`src/sv/base58_encoder_defines.svh`:
```
// Assertion macros for the base58 encoder RTL.
// Included by files that carry assertions; define NO_ASSERTIONS to drop them.
`ifndef BASE58_ENCODER_DEFINES_SVH
`define BASE58_ENCODER_DEFINES_SVH

`ifndef NO_ASSERTIONS

// Plain property, checked every clock outside reset.
`define B58_ASSERT(label, clk, rst_n, prop, msg) \
    label: assert property (@(posedge clk) disable iff (!rst_n) (prop)) else $error(msg);

// Same-cycle implication.
`define B58_ASSERT_IMP(label, clk, rst_n, cond, expr, msg) \
    label: assert property (@(posedge clk) disable iff (!rst_n) (cond) |-> (expr)) \
        else $error(msg);

`else

`define B58_ASSERT(label, clk, rst_n, prop, msg)
`define B58_ASSERT_IMP(label, clk, rst_n, cond, expr, msg)

`endif

`endif

```
`src/sv/b58enc_pkg.sv`:
```
// Shared types, constants and helpers for the base58 encoder.
// No dependencies; imported by the top level, the sequencer and the datapath.
package b58enc_pkg;

    localparam int MAX_IN_BYTES = 32;
    localparam int MAX_DIGITS   = 48;

    localparam int BASE       = 58;
    localparam int DIGIT_W    = 6;
    localparam int CHAR_W     = 8;
    localparam int CAP_W      = 7;
    localparam int CAP_RESET  = 64;
    localparam int ADDR_W     = $clog2(MAX_DIGITS);
    localparam int CNT_W      = $clog2(MAX_DIGITS + 1);
    localparam int BYTE_CNT_W = $clog2(MAX_IN_BYTES + 1);
    localparam int CMP_W      = 8;

    // digit*256 + carry = BASE*(HI_Q*digit) + (HI_MULT*digit + carry)
    localparam int HI_Q      = 256 / BASE;
    localparam int HI_MULT   = 256 % BASE;
    localparam int QUOT_W    = 8;
    localparam int Y_W       = 11;
    localparam int QY_W      = 5;
    // floor(2^15/58) underestimates 1/58 by less than one step for y < 2^11
    localparam int RECIP_SH  = 15;
    localparam int RECIP     = (1 << RECIP_SH) / BASE;
    localparam int PROD_W    = Y_W + 10;

    localparam logic [BASE*CHAR_W-1:0] B58_ALPHABET =
        "123456789ABCDEFGHJKLMNPQRSTUVWXYZabcdefghijkmnopqrstuvwxyz";
    localparam logic [CHAR_W-1:0] ONE_CHAR = "1";

    typedef struct packed {
        logic [7:0] data_byte;
        logic       last_byte;
    } in_item_t;

    typedef struct packed {
        logic [7:0] out_char;
        logic       last_char;
        logic       encode_error;
    } out_item_t;

    typedef enum logic [3:0] {
        ST_IDLE,
        ST_ABSORB,
        ST_WALK,
        ST_APPEND,
        ST_FINISH,
        ST_ONES,
        ST_DIGITS_RD,
        ST_DIGITS,
        ST_ERROR,
        ST_CLEAR
    } state_t;

    typedef struct packed {
        logic take_item;
        logic set_ovf;
        logic byte_inc;
        logic ones_inc;
        logic set_nz;
        logic walk_first;
        logic walk_step;
        logic append;
        logic emit_one;
        logic emit_digit;
        logic emit_error;
        logic clear;
    } cmd_t;

    typedef struct packed {
        logic overflow;
        logic bytes_full;
        logic lead_zero;
        logic room_full;
        logic digits_full;
        logic no_digits;
        logic walk_end;
        logic carry_zero;
        logic last;
        logic no_ones;
        logic ones_one;
        logic digits_one;
        logic out_free;
    } status_t;

    function automatic logic [CHAR_W-1:0] b58_char(input logic [DIGIT_W-1:0] d);
        logic [CHAR_W-1:0] c;
        c = '0;
        if (int'(d) < BASE)
        begin
            c = B58_ALPHABET[(BASE - 1 - int'(d))*CHAR_W +: CHAR_W];
        end
        return c;
    endfunction

endpackage

```
`src/sv/b58enc_ram.sv`:
```
// Generic single-write, single-read RAM with registered read data.
// No dependencies.
module b58enc_ram #(
    parameter int WIDTH = 8,
    parameter int DEPTH = 16
) (
    input  logic                     clk,
    input  logic                     we,
    input  logic [$clog2(DEPTH)-1:0] waddr,
    input  logic [WIDTH-1:0]         wdata,
    input  logic [$clog2(DEPTH)-1:0] raddr,
    output logic [WIDTH-1:0]         rdata
);

    logic [WIDTH-1:0] mem [DEPTH];

    always_ff @(posedge clk)
    begin
        if (we)
        begin
            mem[waddr] <= wdata;
        end
        rdata <= mem[raddr];
    end

endmodule

```
`src/sv/b58enc_ctrl.sv`:
```
// Sequencer for the base58 encoder: absorb, digit walk, append, emit.
// Depends on b58enc_pkg and base58_encoder_defines.svh.
`include "base58_encoder_defines.svh"

module b58enc_ctrl
    import b58enc_pkg::*;
(
    input  logic    clk,
    input  logic    rst_n,
    input  logic    in_valid,
    output logic    in_stall,
    input  status_t status,
    output cmd_t    cmd
);

    state_t state_reg, state_next;

    always_ff @(posedge clk or negedge rst_n)
    begin
        if (!rst_n)
        begin
            state_reg <= ST_IDLE;
        end
        else
        begin
            state_reg <= state_next;
        end
    end

    // next state
    always_comb
    begin
        state_next = state_reg;
        case (state_reg)
            ST_IDLE:
            begin
                if (in_valid)
                begin
                    state_next = ST_ABSORB;
                end
            end
            ST_ABSORB:
            begin
                if (status.overflow || status.bytes_full || status.lead_zero)
                begin
                    state_next = ST_FINISH;
                end
                else if (status.no_digits)
                begin
                    state_next = ST_APPEND;
                end
                else
                begin
                    state_next = ST_WALK;
                end
            end
            ST_WALK:
            begin
                if (status.walk_end)
                begin
                    state_next = ST_APPEND;
                end
            end
            ST_APPEND:
            begin
                if (status.carry_zero || status.room_full || status.digits_full)
                begin
                    state_next = ST_FINISH;
                end
            end
            ST_FINISH:
            begin
                if (!status.last)
                begin
                    state_next = ST_IDLE;
                end
                else if (status.overflow)
                begin
                    state_next = ST_ERROR;
                end
                else if (!status.no_ones)
                begin
                    state_next = ST_ONES;
                end
                else if (!status.no_digits)
                begin
                    state_next = ST_DIGITS_RD;
                end
                else
                begin
                    state_next = ST_CLEAR;
                end
            end
            ST_ONES:
            begin
                if (status.out_free && status.ones_one)
                begin
                    state_next = status.no_digits ? ST_CLEAR : ST_DIGITS_RD;
                end
            end
            ST_DIGITS_RD:
            begin
                state_next = ST_DIGITS;
            end
            ST_DIGITS:
            begin
                if (status.out_free && status.digits_one)
                begin
                    state_next = ST_CLEAR;
                end
            end
            ST_ERROR:
            begin
                if (status.out_free)
                begin
                    state_next = ST_CLEAR;
                end
            end
            ST_CLEAR:
            begin
                state_next = ST_IDLE;
            end
            default:
            begin
                state_next = ST_IDLE;
            end
        endcase
    end

    // commands
    always_comb
    begin
        cmd      = '0;
        in_stall = (state_reg != ST_IDLE);
        case (state_reg)
            ST_IDLE:
            begin
                cmd.take_item = in_valid;
            end
            ST_ABSORB:
            begin
                if (!status.overflow)
                begin
                    if (status.bytes_full)
                    begin
                        cmd.set_ovf = 1'b1;
                    end
                    else
                    begin
                        cmd.byte_inc = 1'b1;
                        if (status.lead_zero)
                        begin
                            cmd.set_ovf  = status.room_full;
                            cmd.ones_inc = !status.room_full;
                        end
                        else
                        begin
                            cmd.set_nz     = 1'b1;
                            cmd.walk_first = !status.no_digits;
                        end
                    end
                end
            end
            ST_WALK:
            begin
                cmd.walk_step = 1'b1;
            end
            ST_APPEND:
            begin
                if (!status.carry_zero)
                begin
                    if (status.room_full || status.digits_full)
                    begin
                        cmd.set_ovf = 1'b1;
                    end
                    else
                    begin
                        cmd.append = 1'b1;
                    end
                end
            end
            ST_ONES:
            begin
                cmd.emit_one = status.out_free;
            end
            ST_DIGITS:
            begin
                cmd.emit_digit = status.out_free;
            end
            ST_ERROR:
            begin
                cmd.emit_error = status.out_free;
            end
            ST_CLEAR:
            begin
                cmd.clear = 1'b1;
            end
            default:
            begin
                cmd = '0;
            end
        endcase
    end

    `B58_ASSERT_IMP(a_digits_nonempty, clk, rst_n,
        (state_reg == ST_DIGITS || state_reg == ST_WALK), !status.no_digits,
        "digit phase entered with an empty digit store")
    `B58_ASSERT_IMP(a_take_idle, clk, rst_n, cmd.take_item,
        $past(state_reg) != ST_ABSORB || state_reg == ST_IDLE,
        "item taken outside idle")
    `B58_ASSERT_IMP(a_walk_from_absorb, clk, rst_n,
        (state_reg == ST_WALK && $past(state_reg) != ST_WALK),
        $past(state_reg) == ST_ABSORB,
        "digit walk not started from absorb")

endmodule

```
`src/sv/b58enc_dpath.sv`:
```
// Datapath of the base58 encoder: message counters, digit store, carry
// divider and output register. Depends on b58enc_pkg, b58enc_ram and the defines.
`include "base58_encoder_defines.svh"

module b58enc_dpath
    import b58enc_pkg::*;
(
    input  logic             clk,
    input  logic             rst_n,
    input  logic             cfg_write_en,
    input  logic [CAP_W-1:0] cfg_write_data,
    input  in_item_t         in_item,
    output logic             out_valid,
    input  logic             out_stall,
    output out_item_t        out_item,
    input  cmd_t             cmd,
    output status_t          status
);

    logic [CAP_W-1:0]      cap_reg;
    logic [7:0]            carry_reg, carry_next;
    logic                  last_reg, last_next;
    logic [BYTE_CNT_W-1:0] byte_cnt_reg, byte_cnt_next;
    logic [CNT_W-1:0]      ones_reg, ones_next;
    logic [CNT_W-1:0]      dc_reg, dc_next;
    logic [ADDR_W-1:0]     idx_reg, idx_next;
    logic                  nz_reg, nz_next;
    logic                  ovf_reg, ovf_next;
    logic                  out_valid_reg, out_valid_next;
    out_item_t             out_item_reg, out_item_next;

    logic                  ram_we;
    logic [ADDR_W-1:0]     ram_waddr, ram_raddr;
    logic [DIGIT_W-1:0]    ram_wdata, ram_rdata;

    logic [CAP_W-1:0]      cap_eff;
    logic [CNT_W:0]        total;
    logic                  walk_end;
    logic                  out_free;

    logic [DIGIT_W-1:0]    hi;
    logic [Y_W-1:0]        y;
    logic [PROD_W-1:0]     prod;
    logic [QY_W-1:0]       qy_est;
    logic [Y_W-1:0]        r_est;
    logic [QY_W-1:0]       qy;
    logic [DIGIT_W-1:0]    rem;
    logic [QUOT_W-1:0]     quot;

    b58enc_ram #(
        .WIDTH (DIGIT_W),
        .DEPTH (MAX_DIGITS)
    ) u_digits (
        .clk   (clk),
        .we    (ram_we),
        .waddr (ram_waddr),
        .wdata (ram_wdata),
        .raddr (ram_raddr),
        .rdata (ram_rdata)
    );

    // digit*256 + carry split as BASE*(HI_Q*digit) + y, then y divmod BASE
    always_comb
    begin
        hi     = cmd.walk_step ? ram_rdata : '0;
        y      = Y_W'(hi) * Y_W'(HI_MULT) + Y_W'(carry_reg);
        prod   = PROD_W'(y) * PROD_W'(RECIP);
        qy_est = QY_W'(prod >> RECIP_SH);
        r_est  = y - Y_W'(qy_est) * Y_W'(BASE);
        if (r_est >= Y_W'(BASE))
        begin
            rem = DIGIT_W'(r_est - Y_W'(BASE));
            qy  = qy_est + QY_W'(1);
        end
        else
        begin
            rem = DIGIT_W'(r_est);
            qy  = qy_est;
        end
        quot = QUOT_W'(hi) * QUOT_W'(HI_Q) + QUOT_W'(qy);
    end

    assign cap_eff  = (cap_reg > CAP_W'(MAX_DIGITS)) ? CAP_W'(MAX_DIGITS) : cap_reg;
    assign total    = {1'b0, ones_reg} + {1'b0, dc_reg};
    assign walk_end = (CNT_W'(idx_reg) + CNT_W'(1)) == dc_reg;
    assign out_free = !out_valid_reg || !out_stall;

    assign ram_we    = cmd.walk_step || cmd.append;
    assign ram_waddr = cmd.walk_step ? idx_reg : ADDR_W'(dc_reg);
    assign ram_wdata = rem;

    // read port: walk runs one digit ahead, emission reads from the top down
    always_comb
    begin
        if (cmd.walk_first)
        begin
            ram_raddr = '0;
        end
        else if (cmd.walk_step)
        begin
            ram_raddr = walk_end ? idx_reg : idx_reg + ADDR_W'(1);
        end
        else if (dc_reg == '0)
        begin
            ram_raddr = '0;
        end
        else if (cmd.emit_digit && dc_reg > CNT_W'(1))
        begin
            ram_raddr = ADDR_W'(dc_reg - CNT_W'(2));
        end
        else
        begin
            ram_raddr = ADDR_W'(dc_reg - CNT_W'(1));
        end
    end

    always_comb
    begin
        status.overflow    = ovf_reg;
        status.bytes_full  = byte_cnt_reg >= BYTE_CNT_W'(MAX_IN_BYTES);
        status.lead_zero   = !nz_reg && (carry_reg == '0);
        status.room_full   = CMP_W'(total) >= CMP_W'(cap_eff);
        status.digits_full = dc_reg >= CNT_W'(MAX_DIGITS);
        status.no_digits   = (dc_reg == '0);
        status.walk_end    = walk_end;
        status.carry_zero  = (carry_reg == '0);
        status.last        = last_reg;
        status.no_ones     = (ones_reg == '0);
        status.ones_one    = (ones_reg == CNT_W'(1));
        status.digits_one  = (dc_reg == CNT_W'(1));
        status.out_free    = out_free;
    end

    always_comb
    begin
        carry_next     = carry_reg;
        last_next      = last_reg;
        byte_cnt_next  = byte_cnt_reg;
        ones_next      = ones_reg;
        dc_next        = dc_reg;
        idx_next       = idx_reg;
        nz_next        = nz_reg;
        ovf_next       = ovf_reg;
        out_item_next  = out_item_reg;
        out_valid_next = out_valid_reg && out_stall;

        if (cmd.take_item)
        begin
            carry_next = in_item.data_byte;
            last_next  = in_item.last_byte;
        end
        if (cmd.byte_inc)
        begin
            byte_cnt_next = byte_cnt_reg + BYTE_CNT_W'(1);
        end
        if (cmd.set_ovf)
        begin
            ovf_next = 1'b1;
        end
        if (cmd.set_nz)
        begin
            nz_next = 1'b1;
        end
        if (cmd.ones_inc)
        begin
            ones_next = ones_reg + CNT_W'(1);
        end
        if (cmd.walk_first)
        begin
            idx_next = '0;
        end
        if (cmd.walk_step)
        begin
            carry_next = quot;
            if (!walk_end)
            begin
                idx_next = idx_reg + ADDR_W'(1);
            end
        end
        if (cmd.append)
        begin
            carry_next = quot;
            dc_next    = dc_reg + CNT_W'(1);
        end
        if (cmd.emit_one)
        begin
            out_valid_next              = 1'b1;
            out_item_next.out_char      = ONE_CHAR;
            out_item_next.last_char     = (ones_reg == CNT_W'(1)) && (dc_reg == '0);
            out_item_next.encode_error  = 1'b0;
            ones_next                   = ones_reg - CNT_W'(1);
        end
        if (cmd.emit_digit)
        begin
            out_valid_next              = 1'b1;
            out_item_next.out_char      = b58_char(ram_rdata);
            out_item_next.last_char     = (dc_reg == CNT_W'(1));
            out_item_next.encode_error  = 1'b0;
            dc_next                     = dc_reg - CNT_W'(1);
        end
        if (cmd.emit_error)
        begin
            out_valid_next              = 1'b1;
            out_item_next.out_char      = '0;
            out_item_next.last_char     = 1'b0;
            out_item_next.encode_error  = 1'b1;
        end
        if (cmd.clear)
        begin
            byte_cnt_next = '0;
            ones_next     = '0;
            dc_next       = '0;
            nz_next       = 1'b0;
            ovf_next      = 1'b0;
        end
    end

    always_ff @(posedge clk or negedge rst_n)
    begin
        if (!rst_n)
        begin
            cap_reg       <= CAP_W'(CAP_RESET);
            byte_cnt_reg  <= '0;
            ones_reg      <= '0;
            dc_reg        <= '0;
            nz_reg        <= 1'b0;
            ovf_reg       <= 1'b0;
            out_valid_reg <= 1'b0;
        end
        else
        begin
            if (cfg_write_en)
            begin
                cap_reg <= cfg_write_data;
            end
            byte_cnt_reg  <= byte_cnt_next;
            ones_reg      <= ones_next;
            dc_reg        <= dc_next;
            nz_reg        <= nz_next;
            ovf_reg       <= ovf_next;
            out_valid_reg <= out_valid_next;
        end
    end

    // payload, no reset needed
    always_ff @(posedge clk)
    begin
        carry_reg    <= carry_next;
        last_reg     <= last_next;
        idx_reg      <= idx_next;
        out_item_reg <= out_item_next;
    end

    assign out_valid = out_valid_reg;
    assign out_item  = out_item_reg;

    `B58_ASSERT(a_dc_bound, clk, rst_n, dc_reg <= CNT_W'(MAX_DIGITS),
        "digit count above store depth")
    `B58_ASSERT_IMP(a_load_free, clk, rst_n,
        (cmd.emit_one || cmd.emit_digit || cmd.emit_error), out_free,
        "output register loaded while still holding an unaccepted item")
    `B58_ASSERT_IMP(a_err_item, clk, rst_n, (out_valid_reg && out_item_reg.encode_error),
        (out_item_reg.out_char == '0) && !out_item_reg.last_char,
        "error item carries a character")
    `B58_ASSERT_IMP(a_wr_range, clk, rst_n, ram_we,
        CNT_W'(ram_waddr) < CNT_W'(MAX_DIGITS),
        "digit write beyond store depth")

endmodule

```
`src/sv/base58_encoder.sv`:
```
// Base58 encoder (Bitcoin alphabet), top level.
// Depends on b58enc_pkg, b58enc_ctrl, b58enc_dpath (with b58enc_ram).
//
// Use:
//   in channel  (in_valid/in_stall/in_item): one message byte per item,
//     most significant first, last_byte set on the final byte.
//   out channel (out_valid/out_stall/out_item): one ASCII character per item,
//     '1' per leading zero byte, then base58 digits most significant first;
//     last_char marks the final one. On a limit violation a single item with
//     encode_error set (char 0, last_char 0) replaces the characters.
//   cfg_write_en/cfg_write_data: out_capacity, write only when idle.
// Sequence:
//   Each byte is taken in idle, absorbed, then multiplied by 256 in a walk
//   over every stored digit in the digit RAM; up to two appends plus one check
//   follow, then finish and back to idle, which takes the next item. Leading
//   zero bytes and bytes after an overflow go from absorb to finish directly.
//   After the final byte, characters are loaded one per cycle while the output
//   register is free: the '1's, a RAM read state, then the digits; a clear
//   state and the idle state follow.
// Reset: asynchronous, active low; message state cleared, out_capacity = 64.
// Stall: the output register holds its item while out_stall is high; the
//   sequencer waits and in_stall stays high until it is back in idle.
module base58_encoder
    import b58enc_pkg::*;
(
    input  logic             clk,
    input  logic             rst_n,
    input  logic             cfg_write_en,
    input  logic [CAP_W-1:0] cfg_write_data,
    input  logic             in_valid,
    output logic             in_stall,
    input  in_item_t         in_item,
    output logic             out_valid,
    input  logic             out_stall,
    output out_item_t        out_item
);

    cmd_t    cmd;
    status_t status;

    // sequencer: owns the in-channel handshake
    b58enc_ctrl u_ctrl (
        .clk      (clk),
        .rst_n    (rst_n),
        .in_valid (in_valid),
        .in_stall (in_stall),
        .status   (status),
        .cmd      (cmd)
    );

    // counters, digit store, divider and output register
    b58enc_dpath u_dpath (
        .clk            (clk),
        .rst_n          (rst_n),
        .cfg_write_en   (cfg_write_en),
        .cfg_write_data (cfg_write_data),
        .in_item        (in_item),
        .out_valid      (out_valid),
        .out_stall      (out_stall),
        .out_item       (out_item),
        .cmd            (cmd),
        .status         (status)
    );

endmodule
```
`config.mk`:
```
export PLATFORM = sky130hd
export DESIGN_NAME = base58_encoder
export DESIGN_NICKNAME = d
export VERILOG_FILES = /design/src/sv/b58enc_pkg.sv /design/src/sv/b58enc_ram.sv /design/src/sv/b58enc_ctrl.sv /design/src/sv/b58enc_dpath.sv /design/src/sv/base58_encoder.sv
export VERILOG_INCLUDE_DIRS = /design/src /design/src/sv
export SDC_FILE = /design/constraint.sdc
export NUM_CORES = 1
export LEC_CHECK = 0
export ABC_AREA = 1
export BUFFER_PORTS_ARGS = -buffer_cell sky130_fd_sc_hd__buf_2
export CAP_MARGIN = 0
export CELL_PAD_IN_SITES_DETAIL_PLACEMENT = 1
export CELL_PAD_IN_SITES_GLOBAL_PLACEMENT = 2
export CORE_UTILIZATION = 45
export DETAILED_ROUTE_END_ITERATION = 16
export PLACE_DENSITY = 0.95
export SLEW_MARGIN = 20
export SYNTH_ARGS = -nofsm -noshare
export SYNTH_HDL_FRONTEND = slang
export SYNTH_SLANG_ARGS = --single-unit
```
`constraint.sdc`:
```
create_clock -name clk -period 20.3 [get_ports clk]
set_input_delay 2.03 -clock clk [delete_from_list [all_inputs] [get_ports clk]]
set_output_delay 2.03 -clock clk [all_outputs]
set_load 0.01 [all_outputs]
```
Word level (Yosys, flattened, before mapping) --
Memory sizes are Yosys's and may differ from the RTL's. A register that Yosys moved wholly into a read port is not among the register bits. Cells that the tools add are included. W data, S select, Z words.
Word-level totals: register bits after elaboration 57, RAM bits 288, input bits 21, output and inout bits 12, word-level logic and storage cells 157, memories 1
Memories:
- u_dpath.u_digits.mem | words 48, bits a word 6, rd ports 1, clocked after Yosys merged registers in 1, write ports 1, line b58enc_ram.sv:15 | logic [WIDTH-1:0] mem [DEPTH];
Operators by class: add/sub/neg operators 14, multipliers 3, magnitude comparators 7, equal/unequal tests 18, shifts and indexed selects 1, muxes and demuxes 68, reduce and logical (&&, ||, !) cells 31
Operators by type and width (count):
- $shiftx A464 B32 Y8 const A | 1
- $mux W6 | 19
- $mux W4 | 13
- $pmux W4 S9 | 1
- $mux W8 | 4
- $add A6 B1 Y6 const B | 4
- $mux W1 | 24
- $mux W10 | 2
- $mul A11 B8 Y18 const B | 1
- $eq A4 B3 Y1 const B | 4
- $eq A6 B1 Y1 const B | 2
- $ge A6 B6 Y1 const B | 2
- $logic_not A6 Y1 | 2
- $sub A6 B1 Y6 const B | 2
- $add A11 B8 Y11 | 1
- $ge A11 B6 Y1 const B | 1
- $sub A11 B11 Y11 | 1
- $mul A5 B5 Y10 const B | 1
- $mux W5 | 2
- $ne A2 B1 Y1 const B | 5
- $reduce_bool A3 Y1 | 3
- $add A8 B5 Y8 | 1
- $eq A4 B2 Y1 const B | 2
- $eq A4 B4 Y1 const B | 2
- 24 further kinds | 42

Logic depth before layout (Yosys ltp) --
Gate-level depths: netlist of the first run.
word-level depth 13, depth in mapped cells 73

Modules after synthesis --
From an unflattened synthesis of the first run, not the netlist that was laid out.
Unflattened totals: cell total of the unflattened synthesis 2130, area, all modules 19723.9 µm²
Modules (own cells, without submodules):
- b58enc_ram | instances 1, cells each 1019, area each 12027.8 µm², sequential area each 8768.4 µm²
- b58enc_dpath | instances 1, cells each 1002, area each 7115.6 µm², sequential area each 1272.5 µm²
- b58enc_ctrl | instances 1, cells each 109, area each 580.6 µm², sequential area each 100.1 µm²

Worst setup path after synthesis of the first run --
OpenSTA, ideal clock, no wires.
kind register -> register, start point register u_ctrl.state_reg[1], end point memory u_dpath.u_digits.mem[0][2] in the netlist's numbering, data pin, data arrival time 10.855 ns, required time 19.722 ns, path slack 8.867 ns, stages on the path, launching flop included 57, buffers on the path 3, period minus slack after synthesis 11.433 ns, cell sequence dfrtp_1 -> inv_2 -> nor2_4 -> nand2_2 -> buf_2 -> buf_1 -> nor2_1 -> ha_1 -> ha_1 -> inv_1 -> nand2_1 -> xor2_1 -> inv_1 -> ha_1 -> a21oi_1 -> nand2_1 -> a21oi_1 -> nor2_1 -> (+21 left out) -> ha_1 -> inv_1 -> fa_1 -> xor2_1 -> ha_1 -> nand2_1 -> nor2_1 -> a211oi_1 -> nand2_1 -> nand2_1 -> nand3_1 -> nand2_1 -> xnor2_1 -> nor2_1 -> nand2_1 -> buf_4 -> inv_2 -> o21ai_0
On the way: cells in the longest elaborated chain, start to end 10, elaborated cells on any way between the ends 11
Ends and longest elaborated chain:
- start: declaration | line b58enc_ctrl.sv:16 | state_t state_reg, state_next;
- start signal: assignment | line b58enc_ctrl.sv:26 | state_reg <= state_next;
- $eq A4 B2 Y1 (*) | line b58enc_ctrl.sv:135 | case (state_reg)
- $mux W1 (*) | line b58enc_ctrl.sv:135
- $mux W6 (*) | line b58enc_dpath.sv:65 | hi = cmd.walk_step ? ram_rdata : '0;
- $mul A6 B2 Y8 (*) | line b58enc_dpath.sv:66 | y = Y_W'(hi) * Y_W'(HI_MULT) + Y_W'(carry_reg);
- $add A11 B8 Y11 (*) | line b58enc_dpath.sv:66
- $mul A11 B8 Y18 | line b58enc_dpath.sv:67 | prod = PROD_W'(y) * PROD_W'(RECIP);
- $mul A5 B5 Y10 | line b58enc_dpath.sv:69 | r_est = y - Y_W'(qy_est) * Y_W'(BASE);
- $sub A11 B11 Y11 (*) | line b58enc_dpath.sv:69
- $ge A11 B6 Y1 or $sub A6 B6 Y6 (tied branches) | line b58enc_dpath.sv:70, b58enc_dpath.sv:72
- $mux W6 (*) | line b58enc_dpath.sv:70 | if (r_est >= Y_W'(BASE))
- named net u_dpath.ram_wdata[2] | line b58enc_dpath.sv:34 | logic [DIGIT_W-1:0] ram_wdata, ram_rdata;
- end: declaration | line b58enc_ram.sv:15
The timed path passes the listed nets; every way through them passes the cells marked *.

Worst setup path after layout of the first run --
start point register u_ctrl.state_reg[2], end point register u_dpath.carry_reg[5], data pin
On the way: cells in the longest elaborated chain, start to end 13, elaborated cells on any way between the ends 16
Ends and longest elaborated chain:
- $eq A4 B2 Y1 | line b58enc_ctrl.sv:135
- $mux W1 | line b58enc_ctrl.sv:135
- $mux W6 | line b58enc_dpath.sv:65
- $mul A6 B2 Y8 | line b58enc_dpath.sv:66
- $add A11 B8 Y11 | line b58enc_dpath.sv:66
- $mul A11 B8 Y18 | line b58enc_dpath.sv:67
- $mul A5 B5 Y10 | line b58enc_dpath.sv:69
- $sub A11 B11 Y11 | line b58enc_dpath.sv:69
- $ge A11 B6 Y1 | line b58enc_dpath.sv:70
- $mux W5 | line b58enc_dpath.sv:70
- $add A8 B5 Y8 | line b58enc_dpath.sv:80 | quot = QUOT_W'(hi) * QUOT_W'(HI_Q) + QUOT_W'(qy);
- $mux W8 | line b58enc_dpath.sv:172 | if (cmd.walk_step)
- $mux W8 (*) | line b58enc_dpath.sv:180 | if (cmd.append)
- named net u_dpath.carry_next[5] | line b58enc_dpath.sv:21 | logic [7:0] carry_reg, carry_next;
- end signal: assignment | line b58enc_dpath.sv:248 | carry_reg <= carry_next;
- end: declaration | line b58enc_dpath.sv:21
Marked as above. A chain may end at the register's enable or synchronous reset.

==> summary.md, run 1 <==
| Metric | Value |
|---|---|
| Post-synth top area share | 45.9% |
| CP max stage delay | 0.54 ns |
| Setup crit end kind | flip-flop |
| DP Wirelength | 36.2 mm |
| Critical Path Start Type | flip-flop |
| Die W | around 210 microns |
| Distinct cells, synth | 60 |
| Hold buffer count at CTS | 0 |
| Final Skew | ~0.023 ns |
| Postcts setup bufs | 0 |
| Hold Vio Cnt, Final | 0 |
| Inserted Diodes | 0 |
| Skew-Pair Late Insertion Delay | 0.55 ns |
| Root Buffer | clkbuf_16 |
| Die height | 210 microns |
| Finished Layout Cells | 2,562 |
| First-pass GRT wire length | 85.3 mm |
| Global-route usage over all layers | 24.7% |
| WP data required | between 20 and 25 ns |
| Total negative slack | 0 ns |
| Slowest CP cell | fa_1 |
| Num rows | 75 |
| Final slew viol count | 0 |
| DP Worst Slack | 8.51 ns |
| Worst r2r path cells | 58 |
| DRC viols | 0 |
| Hold path depth | 2 |
| Vias in the first global route | approximately 16k |
| Critical path class | reg -> reg |
| Design Area, Final | 21,300 sq um |
| Synth Register Bits | 350 |
| Area grow syn2layout | 9.54% |
| Inserted Clock Buffers | 37 |
| Post-synthesis instance total | just under 2k |
| Worst-Margin Slew | 0.988 ns |
| Fin worst setup slack | roughly 8.5 ns |
| Fmax | 0.0849 GHz |
| Initial antenna violation count | 0 |
| Synth warnings | 0 |
| Largest net degree at the start of global routing | 109 |
| CTS clk-pin slew, worst paths | 0.06 ns |
| Number of flops mapped to enable cells by yosys | about 300 |
| Placed Area | 20,100 sq um |
| Minimum clock period | between 10 and 15 ns |
| Max FFs per register | 288 |
| Starting DRT DRC Count | 1,140 |
| Top post-synthesis cells by area | edfxtp_1 (46%), ha_1 (7.1%), o21ai_0 (4.1%), dfrtp_1 (4.0%), nand3_1 (4.0%) |
| Kind of cell adding the most delay to the critical path | adder cells |
| Worst slew margin relative to its limit | 33.9% |
| H-tree lvl count | 2 |
| Tcrit/Tclk final | 58.0% |
| Crit-path most repeated cell | nand2_1 |
| I/O pin count | 33 |
| RD Place Congestion | 0.893 |
| Worst Hold Class | reg -> reg |
| Setup repair after global routing missed its margin | no |
| CTS tree | done |
| Grt ovf | 0 |
| Largest area contributor in the netlist | edfxtp_1 |
| CTS Buffer Depth | 3 |
| Syn Nets | 2,095 |
| Worst EP arrival | ~12 ns |
| Layout cell share with drive strength beyond 1 | 10.9% |
| Routed Antenna Nets | 0 |
| FFs w/ async S/R, synth | a little under a tenth |
| Placed instance count | 2,496 |
| Top_reg_cell synth | edfxtp_1 |
| Max-cap violation count | 0 |
| 1st-pass router iterations | 5 |
| Routed via count | ~15k |
| Syn Area/Cell | 9.99 sq um |
| Crit path max fanout | 24 |
| Post-Syn Area | 19,400 sq um |
| Core area | about 42,000 sq um |
| Sequential area share after synthesis | between 50% and 60% |
| Status | finished clean |
| Levels on crit path | 58 |
| Endpoints failing setup | 0 |
| Die ar. | 44,000 sq um |
| Routed Wire Length | 53.1 mm |
| Wire length per cell | 20.7 microns |
| WP buf/inv | 8 |
| Drt via density | about 5.7 |
| Nets | 2,108 |
| Fillers | around 4.7k |
| IO buf count | 31 |
| Initial Util | between 40 and 50% |
| Num Clock Sinks | 350 |
| # resized after CTS | 0 |
layout by cell type, fill, tap and decap left out, types with 15 or more instances in the layout:
master / n
dfxtp_1: 21
nand3_1: 155
o211ai_1: 66
nand2_1: 205
o21ai_0: 157
edfxtp_1: 297
or2_2: 51
dfrtp_1: 31
o21bai_1: 57
fa_1: 18
clkinv_1: 15
nor2_1: 185
xor2_1: 27
buf_2: 31
clkbuf_16: 39
nor3_1: 24
a21oi_1: 82
inv_1: 198
ha_1: 110
nand4_1: 16
layer usage:
metal	wire length, microns	track usage [%]	up-vias
met5	0	0	-
li1	-	-	6857
met4	1300	7.63	0
met2	26000	42.3	377
met3	2550	2.96	82
met1	23200	32.7	7275
cell type report:
| class | instances | area (sq um) | share of cell area (%) |
|---|---|---|---|
| Clock buffer | 52 | 1050 | 4.95 |
| Multi-Input combinational cell | 1304 | 8160 | 38.3 |
| Clock inverter | 13 | 110 | 0.517 |
| Sequential cell | 350 | 10100 | 47.6 |
| Timing Repair Buffer | 44 | 269 | 1.26 |
| Inverter | 222 | 837 | 3.93 |
| Tap cell | 577 | 722 | 3.39 |
path summary, 6_finish.rpt:
kind	startpoint	endpoint	slack, ns
setup / recovery	u_ctrl.state_reg[2]	u_dpath.carry_reg[5]	8.52
hold / removal	u_dpath.out_item[8]	u_dpath.out_item[8]	0.47
setup reg to reg	u_ctrl.state_reg[2]	u_dpath.carry_reg[5]	8.52
hold reg to reg	u_dpath.out_item[8]	u_dpath.out_item[8]	0.47
max in group asynchronous	rst_n	u_dpath.ones_reg[3]	18.23
min in group asynchronous	rst_n	u_ctrl.state_reg[1]	1.57
synthesized netlist by cell type, types with 5 or more instances:
| cell | instances |
|---|---|
| a21o_1 | 5 |
| a21oi_1 | 82 |
| a31oi_1 | 13 |
| buf_2 | 23 |
| buf_4 | 11 |
| clkbuf_1 | 30 |
| clkinv_1 | 8 |
| dfrtp_1 | 31 |
| dfxtp_1 | 21 |
| edfxtp_1 | 297 |
| fa_1 | 18 |
| ha_1 | 110 |
| inv_1 | 198 |
| inv_2 | 15 |
| mux2i_1 | 6 |
| nand2_1 | 205 |
| nand2_2 | 13 |
| nand3_1 | 155 |
| nand3_2 | 11 |
| nand4_1 | 16 |
| nor2_1 | 186 |
| nor2_2 | 5 |
| nor2_4 | 6 |
| nor3_1 | 24 |
| o211ai_1 | 66 |
| o21ai_0 | 158 |
| o21ai_1 | 9 |
| o21bai_1 | 57 |
| o221ai_1 | 14 |
| o22ai_1 | 12 |
| or2_2 | 51 |
| xnor2_1 | 14 |
| xor2_1 | 28 |
per-stage QoR:
stage / hold WS [ns] / util [%]
after global routing: 0.479 / 50.3
after global placement: 0.440 / 47.5
final: 0.468 / 50.3
after CTS: 0.471 / 50.3
after detailed placement: 0.461 / 47.5
after floorplan: 0.434 / -
worst reg2reg max path: cells and delay by family (launching register included):
kind	cells	cell delay, ns
buffers and inverters	8	0.64
xor gates and xnor gates	5	1.57
AOI/OAI and AO/OA	6	1.11
DFF	1	0.43
and+or+nand+nor	26	3.54
adders and majority gates	13	4.24
logic make-up (layout without fill, tap and decap cells):
| logic type | count (synthesis) | count (layout) | synth area share (%) |
|---|---|---|---|
| other | 2 | 2 | 0.0386 |
| AO/OA/AOI/OAI | 439 | 439 | 13.8 |
| XOR/XNOR | 44 | 44 | 2.12 |
| multiplexers | 9 | 9 | 0.483 |
| adder cells (fa/ha/maj) | 128 | 128 | 8.93 |
| AND/OR/NAND/NOR | 682 | 682 | 16.4 |
| buffers and inverters | 292 | 331 | 6.12 |
| flip-flops | 350 | 350 | 52.2 |
Power of run 1 is left out: the tool's default activity adds up to more than one toggle a clock period on the data nets, which glitch-free logic cannot reach.
==> run 2, diff against run 1 <==
CORE_UTILIZATION = 38   (was 45)
PLACE_DENSITY = 0.87   (was 0.95)
clock period = 10.3 ns   (was 20.3 ns; I/O delays follow)
==> summary.md, run 2 (synthesized netlist as in run 1, its figures left out) <==
| Metric | Value |
|---|---|
| Core area | 50,300 sq um |
| CTS clk-pin slew, worst paths | 0.06 ns |
| Critical Path Start Type | flip-flop |
| Crit path max fanout | 5 |
| Endpoints failing setup | 0 |
| Max FFs per register | 288 |
| Initial antenna violation count | 0 |
| Die ar. | around 52,000 sq um |
| 1st-pass router iterations | 5 |
| I/O pin count | 33 |
| Worst-Margin Slew | 1.13 ns |
| IO buf count | 31 |
| Worst Hold Class | reg -> reg |
| Layout cell share with drive strength beyond 1 | 16.1% |
| H-tree lvl count | 2 |
| Critical path class | reg -> reg |
| CTS Buffer Depth | 3 |
| R2R setup slack | just over 0.5 ns |
| RD Place Congestion | 0.865 |
| DP Wirelength | between 30 and 40 mm |
| WP data required | 10.62 ns |
| Smallest hold slack | 0.456 ns |
| Routed Antenna Nets | 0 |
| Starting DRT DRC Count | 904 |
| Slowest CP cell | fa_1 |
| Vias in the first global route | 15.6k |
| Tcrit/Tclk final | 95.0% |
| Routed wl met3 | 2.20 mm |
| Final Skew | 0.0295 ns |
| Global-route usage over all layers | approximately a fifth |
| Fmax | 0.102 GHz |
| Largest net degree at the start of global routing | 81 |
| Status | finished clean |
| Minimum clock period | 9.79 ns |
| First-pass GRT wire length | 86.2 mm |
| Num Clock Sinks | 350 |
| CP max stage delay | 0.53 ns |
| Crit-path most repeated cell | inv_1 |
| Die height | 228 microns |
| Hold Vio Cnt, Final | 0 |
| Hold buffer count at CTS | 0 |
| Final slew viol count | 0 |
| Setup crit end kind | flip-flop |
| Num rows | 82 |
| Max-cap violation count | 0 |
| Skew-Pair Late Insertion Delay | 0.57 ns |
| DP Worst Slack | -0.207 ns |
| Area grow syn2layout | 14.8% |
| Nets | around 2.2k |
| Fin worst setup slack | around 0.5 ns |
| Max Used Layer | met4 |
| Commonest non-fill, non-tap cell in the layout | edfxtp_1 |
| Grt ovf | 0 |
| Fillers | 5,627 |
| Inserted Diodes | 0 |
| Drt via density | 5.43 |
| Final core utilization | 44.4% |
| DRC viols | 0 |
| Die W | 228 microns |
| Routed via count | 14.7k |
| CTS tree | done |
| Root Buffer | clkbuf_16 |
| Worst slew margin relative to its limit | between 20 and 25% |
| Wire length per cell | 20.3 microns |
| Met2 WL | 27.0 mm |
| Routed Wire Length | 55.1 mm |
| Worst EP arrival | 10.11 ns |
| Inserted Clock Buffers | 39 |
| WL met1 | 24.2 mm |
| Commonest non-fill, non-tap cells in the layout | edfxtp_1 (297), inv_1 (195), nand2_1 (191) |
| Initial Util | 38.7% |
[run 2: cell count changes in the layout (fill, tap and decap cells not counted), moves of 5 or more]
cell | before | now
nand2_1 | 205 | 191
nand2_2 | 13 | 24
ha_4 | 0 | 9
buf_4 | 11 | 58
bufinv_16 | 1 | 6
clkinv_2 | 3 | 9
xor2_1 | 27 | 22
ha_1 | 110 | 98
[run 2: layout make-up]
type	instances	area, sq um	area share (%)
sequential	350	10100	45.5
clock buffer	46	1010	4.54
tap	672	841	3.77
multi-input combinational	1304	8500	38.1
timing repair buffer	93	662	2.97
clock inverter	26	312	1.40
inverter	222	836	3.75
[run 2: timing repair]
item | CTS | global route
pin swaps | 1 | 27
setup buffers | 0 | 18
setup endpoints to repair | 53 | 233
gates resized for setup | 8 | 55
[run 2: metal layers]
layer  vias up  GRT usage (%)
li1       6978              -
met1      7376           27.4
met2       292           35.9
met3        93           2.38
met4         0           7.24
met5         -              0
[run 2: worst paths after layout]
path | startpoint | endpoint | depth (start not counted)
setup / recovery | u_ctrl.state_reg[2] | u_dpath.carry_reg[6] | 61
hold / removal | u_dpath.out_item[0] | u_dpath.out_item[0] | 2
setup reg to reg | u_ctrl.state_reg[2] | u_dpath.carry_reg[6] | 61
hold reg to reg | u_dpath.out_item[0] | u_dpath.out_item[0] | 2
max in group asynchronous | rst_n | u_ctrl.state_reg[3] | 1
min in group asynchronous | rst_n | u_dpath.ones_reg[1] | 1
[run 2: per-stage QoR]
| step | instances | setup TNS [ns] | cell area (sq um) |
|---|---|---|---|
| CTS | 2694 | 0 | 21900 |
| global placement | 2622 | 0 | 20500 |
| detailed placement | 2622 | -10.01 | 20500 |
| floorplan | 1946 | 0 | 19500 |
| global route | 2713 | -0.257 | 22300 |
| finish | 2713 | 0 | 22300 |
[run 2: worst max-delay path, delay by kind of cell, from the launching register on]
kind	cells	cell delay [ns]
adder cells (fa/ha/maj)	14	4.78
AND/OR/NAND/NOR	30	2.78
buffers and inverters	13	0.83
flip-flops	1	0.45
AO/OA/AOI/OAI	2	0.44
XOR/XNOR	2	0.25
Power of run 2 is left out for the same reason.
==> run 3, diff against run 2 <==
CORE_UTILIZATION = 42   (was 38)
PLACE_DENSITY = 0.9   (was 0.87)
clock period = 10.9 ns   (was 10.3 ns; I/O delays follow)
==> summary.md, run 3 (synthesized netlist as in run 1, its figures left out) <==
| Metric | Value |
|---|---|
| Crit-path most repeated cell | inv_1 |
| Initial antenna violation count | 0 |
| Worst r2r src | u_ctrl.state_reg[3] |
| Hold buffer count at CTS | 0 |
| H-tree lvl count | 2 |
| Fmax | 0.0975 GHz |
| Hold path depth | 2 |
| Tcrit/Tclk final | 94.1% |
| Status | finished clean |
| Layout cell share with drive strength beyond 1 | 14.2% |
| Worst setup path end | u_dpath.carry_reg[6] |
| Hold Vio Cnt, Final | 0 |
| Commonest non-fill, non-tap cells in the layout | edfxtp_1 (297), inv_1 (194), nand2_1 (194) |
| Grt ovf | 0 |
| Worst Hold Class | reg -> reg |
| Die height | 217 microns |
| Slowest CP cell | fa_1 |
| CTS tree | done |
| Root Buffer | clkbuf_16 |
| Setup crit end kind | flip-flop |
| Skew-Pair Late Insertion Delay | 0.58 ns |
| Placed Area | 20,200 sq um |
| Worst-Margin Slew | 1.12 ns |
| Area of the multi-input gates | 8340 sq um |
| Routed Antenna Nets | 0 |
| Routed Wire Length | 54.3 mm |
| DP Wirelength | about 36 mm |
| Starting DRT DRC Count | 1,095 |
| Inserted Clock Buffers | 38 |
| Nets | 2,136 |
| Critical path class | reg -> reg |
| CP max stage delay | 0.54 ns |
| RD Place Congestion | between 0.8 and 0.9 |
| Fillers | 5,162 |
| Crit path max fanout | 5 |
| CTS clk-pin slew, worst paths | 0.07 ns |
| Commonest non-fill, non-tap cell in the layout | edfxtp_1 |
| Routed via count | 14.6k |
| Placed instance count | 2,529 |
| Vias in the first global route | 15.5k |
| Initial Util | 42.7% |
| Endpoints failing setup | 0 |
| Wire length per cell | between 20 and 25 microns |
| Largest net degree at the start of global routing | ~110 |
| Die W | 217 microns |
| Area grow syn2layout | 11.4% |
| Max FFs per register | 288 |
| CTS Buffer Depth | 3 |
| Finished Layout Cells | 2,612 |
| I/O pin count | 33 |
| Global-route usage over all layers | a little under a quarter |
| 1st-pass router iterations | 5 |
| First-pass GRT wire length | 84.9 mm |
| Max-cap violation count | 0 |
| R2R setup slack | 0.64 ns |
| Worst slew margin relative to its limit | approximately a quarter |
| Die ar. | between 40,000 and 50,000 sq um |
| Worst reg2reg endpoint | u_dpath.carry_reg[6] |
| Worst r2r path cells | 55 |
| DRC viols | 0 |
| Total negative slack | 0 ns |
| Num Clock Sinks | 350 |
| Num rows | 78 |
| Storage cell area | 10,100 sq um |
| Drt via density | 5.61 |
| WP data required | 11.23 ns |
| Core area | 45,500 sq um |
| CP Launch Point | u_ctrl.state_reg[3] |
| IO buf count | 31 |
| Worst EP arrival | 10.59 ns |
| Design Area, Final | 21,700 sq um |
| Final slew viol count | 0 |
| Final Skew | 0.0295 ns |
| Minimum clock period | about 10 ns |
| Inserted Diodes | 0 |
| Critical Path Start Type | flip-flop |
-- run 3: repair_timing --
item                                   4_1_cts  5_1_grt
endpoints found under the hold margin        0        0
buffers inserted                             0       16
setup endpoints to repair                    0      232
gates resized for setup                      0       43
-- run 3: metrics by stage --
step                hold slack (ns)  util [%]  worst slack (ns)
floorplan                     0.434         -             0.230
global placement              0.450      44.5             0.400
detailed placement            0.458      44.5             0.140
CTS                           0.466      46.9            0.0321
global route                  0.500      47.6           -0.0530
finish                        0.471      47.6             0.640
-- run 3: layout make-up --
| class | instances | share of cell area [%] |
|---|---|---|
| inverter | 222 | 3.88 |
| timing repair buffer | 70 | 2.13 |
| clock buffer | 46 | 4.53 |
| clock inverter | 19 | 0.613 |
| sequential | 350 | 46.9 |
| tap | 600 | 3.47 |
| multi-input combinational | 1305 | 38.5 |
-- run 3: worst max-delay path: cells and delay by family, from the launching register on --
family,cells,cell delay (ns)
buffers and inverters,13,0.88
AND/OR/NAND/NOR,18,1.98
adder cells (fa/ha/maj),15,5.05
AO/OA/AOI/OAI,4,0.62
flip-flops,1,0.42
XOR/XNOR,5,1.06
-- run 3: how the worst min path moves through the flow --
stage,from,to
floorplan,u_dpath.byte_cnt_reg[4],u_dpath.byte_cnt_reg[4]
global placement,u_dpath.out_item[4],u_dpath.out_item[4]
detailed placement,u_dpath.out_item[5],u_dpath.out_item[5]
CTS,u_dpath.out_item[5],u_dpath.out_item[5]
global route,u_dpath.out_item[5],u_dpath.out_item[5]
finish,u_dpath.out_item[5],u_dpath.out_item[5]
-- run 3: metal layers --
metal | track usage [%] | vias up | share of wire [%]
li1 | - | 6922 | -
met1 | 30.3 | 7303 | 44
met2 | 38.4 | 316 | 48
met3 | 3.34 | 102 | 4.4
met4 | 8.38 | 0 | 3.0
met5 | 0 | - | 0
Power of run 3 is left out for the same reason.
